### src/rtl/vlsag_pkg.sv
// ----------------------------------------------------------------------------
// Vector load/store address generator package
// Shared word types, operation codes and limits of the address generator.
// ----------------------------------------------------------------------------
`timescale 1ns / 1ps
`default_nettype none

package vlsag_pkg;

  // Default limit on the element count of one operation.
  localparam int unsigned MAX_ELEMS_DEF = 4096;

  // Lane width limits and reset value of the lane width register.
  localparam logic [6:0] LANE_MIN   = 7'd1;
  localparam logic [6:0] LANE_MAX   = 7'd64;
  localparam logic [6:0] LANE_RESET = 7'd8;

  // Word modes.
  localparam logic MODE_START   = 1'b0;
  localparam logic MODE_ADVANCE = 1'b1;

  // Access kinds.
  localparam logic [1:0] KIND_UNIT    = 2'd0;
  localparam logic [1:0] KIND_STRIDED = 2'd1;
  localparam logic [1:0] KIND_INDEXED = 2'd2;
  localparam logic [1:0] KIND_RSVD    = 2'd3;

  typedef struct packed {
    logic               mode;
    logic        [63:0] base_addr;
    logic        [12:0] elem_count;
    logic        [1:0]  elem_size_log2;
    logic        [1:0]  access_kind;
    logic signed [63:0] stride;
    logic               store_op;
    logic        [63:0] index_offset;
  } in_word_t;

  typedef struct packed {
    logic [63:0] req_addr;
    logic [6:0]  req_size;
    logic        req_write;
    logic [14:0] data_offset;
    logic        last;
  } out_word_t;

endpackage

`default_nettype wire

### src/rtl/vector_load_store_address_generator_top.sv
// ----------------------------------------------------------------------------
// Vector load/store address generator
// Turns vector memory operations into a sequence of memory requests.
//
// The input channel (in_valid, in_stall, in_word) carries two kinds of words.
// A start word loads a new operation: base address, element count, element
// size, access kind, stride and direction; it replaces any operation still
// pending and never produces a request. An advance word issues the next
// request of the pending operation on the output channel (out_valid,
// out_stall, out_word); with nothing pending it produces nothing.
// The configuration port (cfg_we, cfg_wdata) sets the largest unit-stride
// burst in bytes and should be written only while the block is idle.
// An accepted word sits in the input register, is worked on there and its
// request is registered in the output register. One word is accepted every
// cycle while no request is stalled; the rate is set by the single 64-bit
// address adder and the state update. When the receiver stalls, the request
// waits in the output register and the input channel stalls as soon as a
// word is waiting behind it. Synchronous reset clears the pending operation,
// both pipeline registers and sets the lane width back to eight bytes.
// ----------------------------------------------------------------------------
`timescale 1ns / 1ps
`default_nettype none

module vector_load_store_address_generator_top #(
  parameter int unsigned MAX_ELEMS = vlsag_pkg::MAX_ELEMS_DEF
) (
  input  wire                   clk,
  input  wire                   rst_n,
  input  wire                   in_valid,
  output logic                  in_stall,
  input  vlsag_pkg::in_word_t   in_word,
  output logic                  out_valid,
  input  wire                   out_stall,
  output vlsag_pkg::out_word_t  out_word,
  input  wire                   cfg_we,
  input  wire [6:0]             cfg_wdata
);

  import vlsag_pkg::*;

  // Remaining bytes must hold MAX_ELEMS elements of eight bytes.
  localparam int REM_W = $clog2(MAX_ELEMS * 8 + 1);
  localparam int CMP_W = (REM_W > 7) ? REM_W : 7;

  // Configuration.
  logic [6:0]       lane_r;

  // Input register.
  logic             v1_r;
  in_word_t         in_r;

  // Operation state.
  logic [REM_W-1:0] rem_r,    rem_nxt;
  logic [63:0]      addr_r,   addr_nxt;
  logic [14:0]      off_r,    off_nxt;
  logic [63:0]      stride_r, stride_nxt;
  logic [1:0]       esz_r,    esz_nxt;
  logic [1:0]       kind_r,   kind_nxt;
  logic             wr_r,     wr_nxt;

  // Output register.
  logic             out_valid_r;
  out_word_t        out_r, out_nxt;

  // Datapath.
  logic             out_free;
  logic             proc;
  logic             produce;
  logic [6:0]       lane_eff;
  logic [6:0]       cap;
  logic [CMP_W-1:0] rem_ext;
  logic [CMP_W-1:0] cap_ext;
  logic [6:0]       size;
  logic [63:0]      addend;
  logic [63:0]      sum;
  logic [REM_W-1:0] rem_after;
  logic [31:0]      cnt_ext;
  logic [31:0]      cnt_sat;

  // The output register can take a new request when empty or being drained.
  assign out_free = !out_valid_r || !out_stall;
  assign proc     = v1_r && out_free;
  assign in_stall = v1_r && !out_free;

  assign out_valid = out_valid_r;
  assign out_word  = out_r;

  always_comb begin
    // Lane width clamped to its legal range.
    if (lane_r == 7'd0) begin
      lane_eff = LANE_MIN;
    end else if (lane_r > LANE_MAX) begin
      lane_eff = LANE_MAX;
    end else begin
      lane_eff = lane_r;
    end

    // Unit-stride moves up to one lane, other kinds one element.
    cap     = (kind_r == KIND_UNIT) ? lane_eff : (7'd1 << esz_r);
    rem_ext = CMP_W'(rem_r);
    cap_ext = CMP_W'(cap);
    size    = (rem_ext < cap_ext) ? 7'(rem_ext) : cap;

    // One adder serves all three kinds.
    case (kind_r)
      KIND_STRIDED: addend = stride_r;
      KIND_INDEXED: addend = in_r.index_offset;
      default:      addend = 64'(size);
    endcase
    sum       = addr_r + addend;
    rem_after = rem_r - REM_W'(size);

    produce = (in_r.mode == MODE_ADVANCE) && (rem_r != '0);

    // Element count saturated at the configured maximum.
    cnt_ext = 32'(in_r.elem_count);
    cnt_sat = (cnt_ext > MAX_ELEMS) ? MAX_ELEMS : cnt_ext;

    rem_nxt    = rem_r;
    addr_nxt   = addr_r;
    off_nxt    = off_r;
    stride_nxt = stride_r;
    esz_nxt    = esz_r;
    kind_nxt   = kind_r;
    wr_nxt     = wr_r;

    out_nxt.req_addr    = (kind_r == KIND_INDEXED) ? sum : addr_r;
    out_nxt.req_size    = size;
    out_nxt.req_write   = wr_r;
    out_nxt.data_offset = off_r;
    out_nxt.last        = (rem_after == '0);

    if (proc) begin
      if (in_r.mode == MODE_START) begin
        rem_nxt    = REM_W'(cnt_sat << in_r.elem_size_log2);
        addr_nxt   = in_r.base_addr;
        off_nxt    = '0;
        stride_nxt = in_r.stride;
        esz_nxt    = in_r.elem_size_log2;
        kind_nxt   = (in_r.access_kind == KIND_RSVD) ? KIND_UNIT : in_r.access_kind;
        wr_nxt     = in_r.store_op;
      end else if (produce) begin
        rem_nxt  = rem_after;
        addr_nxt = (kind_r == KIND_INDEXED) ? addr_r : sum;
        off_nxt  = off_r + 15'(size);
      end
    end
  end

  always_ff @(posedge clk) begin
    if (!rst_n) begin
      lane_r      <= LANE_RESET;
      v1_r        <= 1'b0;
      out_valid_r <= 1'b0;
      rem_r       <= '0;
      addr_r      <= '0;
      off_r       <= '0;
      stride_r    <= '0;
      esz_r       <= '0;
      kind_r      <= KIND_UNIT;
      wr_r        <= 1'b0;
    end else begin
      if (cfg_we) begin
        lane_r <= cfg_wdata;
      end
      if (in_valid && !in_stall) begin
        v1_r <= 1'b1;
      end else if (proc) begin
        v1_r <= 1'b0;
      end
      if (proc && produce) begin
        out_valid_r <= 1'b1;
      end else if (!out_stall) begin
        out_valid_r <= 1'b0;
      end
      rem_r    <= rem_nxt;
      addr_r   <= addr_nxt;
      off_r    <= off_nxt;
      stride_r <= stride_nxt;
      esz_r    <= esz_nxt;
      kind_r   <= kind_nxt;
      wr_r     <= wr_nxt;
    end
  end

  // Payload registers need no reset.
  always_ff @(posedge clk) begin
    if (in_valid && !in_stall) begin
      in_r <= in_word;
    end
    if (proc && produce) begin
      out_r <= out_nxt;
    end
  end

endmodule

`default_nettype wire

### config.mk
export PLATFORM = sky130hd
export DESIGN_NAME = vector_load_store_address_generator_top
export DESIGN_NICKNAME = d
export VERILOG_FILES = /design/src/rtl/vlsag_pkg.sv /design/src/rtl/vector_load_store_address_generator_top.sv
export SDC_FILE = /design/constraint.sdc
export NUM_CORES = 1
export LEC_CHECK = 0
export BUFFER_PORTS_ARGS = -buffer_cell sky130_fd_sc_hd__buf_2
export CAP_MARGIN = 15
export CORE_ASPECT_RATIO = 0.9
export CORE_UTILIZATION = 53
export DETAILED_ROUTE_END_ITERATION = 16
export PLACE_DENSITY = 0.85
export SLEW_MARGIN = 20
export SYNTH_ARGS = -nofsm -noshare
export SYNTH_HDL_FRONTEND = slang
export SYNTH_SLANG_ARGS = --single-unit
### constraint.sdc
create_clock -name clk -period 12.6 [get_ports clk]
set_input_delay 1.89 -clock clk [delete_from_list [all_inputs] [get_ports clk]]
set_output_delay 1.89 -clock clk [all_outputs]
set_load 0.1 [all_outputs]
## Word-level counts from Yosys, hierarchy flattened

Cells that the tools add are included.

| operators by class | value |
|---|---|
| add/sub/neg operators | 3 |
| $lt $le $gt $ge | 3 |
| equal/unequal tests | 6 |
| shift operators | 2 |
| mux-type cells | 19 |
| bitwise operators | 1 |
| reductions and logical operators | 18 |

Operator list:

| kind | number |
|---|---|
| 2-to-1 mux 64 bit | 4 |
| case mux 64 bit (2 select lines) | 1 |
| adder 64 bit | 1 |
| 2-to-1 mux 16 bit | 2 |
| 2-to-1 mux 15 bit | 2 |
| 2-to-1 mux 7 bit | 4 |
| logical NOT 16 bit | 1 |
| less-than comparator 16 x 7 -> 1 bit | 1 |
| nonzero test 16 bit | 1 |
| left shift 13 x 2 -> 16 bit | 1 |
| subtractor 16 x 7 -> 16 bit | 1 |
| adder 15 x 7 -> 15 bit | 1 |
| > comparator 13 bit, second input constant | 1 |
| 2-to-1 mux 13 bit | 1 |
| > comparator 7 bit, second input constant | 1 |
| logical NOT 7 bit | 1 |
| left shift 1 x 2 -> 7 bit, first input constant | 1 |
| logical AND 1 bit | 5 |
| == test 2 bit, second input constant | 2 |
| logical NOT 1 bit | 4 |
| 2-to-1 mux 1 bit | 4 |
| inequality test 2 x 1 -> 1 bit, second input constant | 2 |
| AND reduction 2 bit | 2 |
| AND reduction 3 bit | 1 |
| other kinds (7) | 7 |

| word-level totals | value |
|---|---|
| register bits after elaboration | 472 |
| input bits | 223 |
| output and inout port bits | 90 |
| logic and storage cells | 75 |

## Logic depth before layout (Yosys ltp)

| depth | value |
|---|---|
| depth in word-level cells | 11 |
| depth in mapped cells | 24 |
| depth with buffers taken out | 23 |

## Worst setup path before layout

No wires, ideal clock.

| timing path | value |
|---|---|
| path type | input-to-reg |
| start point | in out_stall |
| end point | reg in_r, in the netlist cnt_ext[0], enable pin |
| library setup time | 806 ps |
| arrival time | 11785 ps |
| data required time | 11794 ps |
| path slack | 9 ps |
| cell stages on the path | 2 |
| buffers on the path | 0 |
| cells stage by stage | and3_1 nor2b_1 |

| between the ends | value |
|---|---|
| longest elaborated chain between the ends | 6 |

Ends and longest elaborated chain:

| element | RTL line | source |
|---|---|---|
| start: declaration | vector_load_store_address_generator_top.sv:33 | `input wire out_stall,` |
| logical NOT 1 bit | - |  |
| logical OR 1 bit | vector_load_store_address_generator_top.sv:81 | `assign out_free = !out_valid_r \|\| !out_stall;` |
| logical NOT 1 bit | vector_load_store_address_generator_top.sv:83 | `assign in_stall = v1_r && !out_free;` |
| logical AND 1 bit | vector_load_store_address_generator_top.sv:83 |  |
| logical NOT 1 bit | vector_load_store_address_generator_top.sv:188 | `if (in_valid && !in_stall) begin` |
| logical AND 1 bit | vector_load_store_address_generator_top.sv:188 |  |
| end signal: assignment | vector_load_store_address_generator_top.sv:189 | `in_r <= in_word;` |
| end: declaration | vector_load_store_address_generator_top.sv:50 | `in_word_t in_r;` |

No other way between the ends.
A chain may end at the register's enable or synchronous reset.

==> flow_summary.ini <==
[status]
status = finished clean

[floorplan]
core_area_um2 = 43000
die_area_um2 = 44500
start_util_pct = 53.8
io_pins = 313
rows = 72
chipWidth_um = 222
chipHeight_um = 200

[sta]
post-route-period-util_pct = 50.7
skew_ns = 0.0316
hold_viol = 0
slew_violations = 0
setup-violations-final = 0
finalCriticalPeriod_ns = 6.39
max_freq_mhz = 157
setup_tns_ns = 0
tightest_slew_ns = 1.09
rsz0062_at_grt = false
max_slew_margin_pct = 27.6

[drt]
drtIter0Drc = 1872
vias = 19061
finalWirelength_mm = 66.9
viasPerCell = 6.14
final_antenna_net_count = 0
wire_per_inst_um = 21.6
dr.pass1.iters = 6
drc = 0

[final_layout]
area_growth_pct = 15.5
drive_above_1_share_pct = 19.3
nNetsFinal = 2820
stdcell_count = 3105

[grt]
grt_pass1_wl_mm = 104
grt_use_met3_pct = 5.49
grt_usage_pct = 29.9
overflow = 0
grt.met2_usage_pct = 47.6
grt_max_degree = 97
top_usage_layer = met2
grtUsageMet1_pct = 40.6
grt_pass1_vias = 18955
antenna_found_initial = 2

[synth]
synth_edf_count = 299
netlist_instances = 2262
ys.flop_type = edfxtp_1
synth_xor_area_share_pct = 2.05
synth-seq-cells = 472
synth.net_count = 2573
synth_top_family_by_area = compound AO/OA/AOI/OAI gates
async_flop_share_pct = 0
yosysWarningCount = 0
ys_seq_area_share_pct = 53.8
netlist_area_um2 = 23100
synth_compound_area_share_pct = 17.9
synthAdderAreaFrac_pct = 4.90
synth_mux_area_share_pct = 4.60
yosys.area_share.simple_pct = 13.3
synth_cell_types = 85
avgSynthCellArea_um2 = 10.2

[power]
p_per_area_nw_per_um2 = 150
p_leak_uw = 0.0103
peakVddDrop_v = 0.000185

[clocking]
clock_latency_ns = 0.61
cts_root_buf = clkbuf_16
numCtsBuffers = 48
post_cts_buffers = 0
htreeDepth = 2
cts_hold_buf = 0
clock_path_buffers = 3
cts_tree = done
clk_pin_slew_ns = 0.06
cts_resized = 0
cts_sinks = 472

[critical_path]
cp-end-kind = register
crit_type = reg2reg
crit_arrival_ns = 6.72
required_ns = 12.93
start_kind = register
crit_fanout = 9

[place]
dp_cells = 3014
gp_congestion = 0.916
hpwl_mm = 45.9
io_buffers = 312

[run]
cap_violations = 0

[worst_hold_path]
min_path_type = reg2reg
through the flow:
step                hold WS [ns]  instance area (um2)  total power (uW)  util, %  setup WS (ns)
global placement           0.415                25100              2510     58.3           6.47
finish                     0.440                26700              4000     62.2           6.21
detailed placement         0.423                25100              2530     58.3           6.35
floorplan                  0.408                23100              2340        -        0.00862
global route               0.455                26700              4140     62.2           5.67
CTS                        0.422                26700              4010     62.1           6.28
logic make-up (layout without fill, tap and decap cells):
family,after synthesis,after routing
simple gates,680,680
xor+xnor,54,54
other cells,0,2
mux,99,99
fa+ha+maj,89,89
compound gates,663,663
buf+inv,205,491
flops,472,472
area by class of cell:
| class | instances | area (um2) |
|---|---|---|
| fill | 3371 | 16300 |
| sequential | 472 | 12400 |
| multi-input combinational | 1585 | 9960 |
| clock inverter | 30 | 363 |
| timing repair buffer | 331 | 1700 |
| tap | 555 | 694 |
| inverter | 71 | 274 |
| antenna | 2 | 5.00 |
| clock buffer | 59 | 1270 |
power by group:
| part | internal [uW] | switching [uW] | leakage [uW] | total (uW) |
|---|---|---|---|---|
| Clock | 869 | 626 | 0.000789 | 1490 |
| Sequential | 1760 | 63.4 | 0.00429 | 1820 |
| Combinational | 221 | 467 | 0.00523 | 688 |
| Total | 2850 | 1160 | 0.0103 | 4000 |
critical path, cell delays in order, from the launching register on:
cell and delay (ns):
dfxtp_1 0.33, inv_1 0.12, ha_1 0.31, nor2b_1 0.25, nand2_1 0.11, ha_1 0.29
and4b_1 0.22, a21oi_1 0.15, nand3_1 0.10, a31oi_2 0.45, mux2i_1 0.49, a21boi_1 0.16
fa_1 0.47, nor2b_1 0.20, o2111ai_1 0.20, a21oi_1 0.39, o2111ai_2 0.23, a211oi_1 0.76
nor2_1 0.19, o21ai_0 0.28, xor2_1 0.13, mux2_2 0.28
cell usage after synthesis (5+ instances only):
library cell    n  area (um2)
a22oi_1        64         480
or3_1          14        87.6
mux2i_1        40         400
nor4_1         14        87.6
nor3b_1         5        37.5
a31oi_1        28         175
o2111ai_1       6        52.6
nand4_1        38         238
buf_2          10        50.1
nand2b_1       10        62.6
edfxtp_1      299        8980
a221oi_1       13         114
dfxtp_1       173        3460
o21a_1         19         143
a21o_1         30         225
and2_1         10        62.6
clkbuf_1      115         432
o211ai_1       13        97.6
xor2_1         22         193
o21bai_1       12        90.1
and3_1         15        93.8
nor2b_1        17         106
a211oi_1       39         293
mux2_2         59         664
nor3_1         29         145
a21boi_0        9        67.6
o21ai_0       126         631
buf_1           8        30.0
a21oi_1       234        1170
xnor2_1        32         280
o21ai_1        10        50.1
nand2_1       270        1010
nor2_1        193         724
ha_1           85        1060
nand3b_1        9        67.6
nand3_1        36         180
inv_1          69         259
sequential cells by signal, summed over array words and instances (netlist names), 2 cells and up:
signal	cells
in_r	198
out_word	88
addr_r	64
stride_r	64
rem_ext	16
off_r	15
cnt_ext	13
lane_r	7
esz_r	2
kind_r	2
final timing paths:
kind | from | slack (ns) | endpoint | cells after the start
setup / recovery | kind_r[0]$_SDFFE_PN0P_ | 6.21 | out_word[86]$_DFFE_PP_ | 21
hold / removal | wr_r$_SDFFE_PN0P_ | 0.44 | out_word[16]$_DFFE_PP_ | 0
setup reg to reg | kind_r[0]$_SDFFE_PN0P_ | 6.21 | out_word[86]$_DFFE_PP_ | 21
hold reg to reg | wr_r$_SDFFE_PN0P_ | 0.44 | out_word[16]$_DFFE_PP_ | 0
routing by layer:
layer | wire length (um) | up-vias
met4 | 2270 | 0
li1 | - | 8878
met5 | 0 | -
met2 | 30700 | 892
met3 | 5240 | 151
met1 | 28700 | 9140
cells in the final DEF, fill, tap and decap left out, drive strengths merged, types with 9 or more instances in the layout:
cell type / Yosys / layout
ha: 85 / 85
a211oi: 39 / 39
nand3b: 9 / 9
o21a: 19 / 19
clkinv: 1 / 17
buf: 19 / 331
nor2b: 17 / 17
a21o: 30 / 30
nand4: 38 / 38
and2: 10 / 10
and3: 15 / 15
nor4: 14 / 14
o21ai: 136 / 136
edfxtp: 299 / 299
a21oi: 238 / 238
or3: 14 / 14
clkbuf: 115 / 59
nor2: 193 / 193
nand3: 36 / 36
o211ai: 13 / 13
dfxtp: 173 / 173
nand2b: 10 / 10
a22oi: 64 / 64
xnor2: 32 / 32
mux2i: 40 / 40
a31oi: 29 / 29
nor3: 30 / 30
mux2: 59 / 59
a21boi: 10 / 10
o21bai: 12 / 12
inv: 70 / 72
xor2: 22 / 22
nand2: 270 / 270
a221oi: 14 / 14
(Power assumes the default switching activity.)
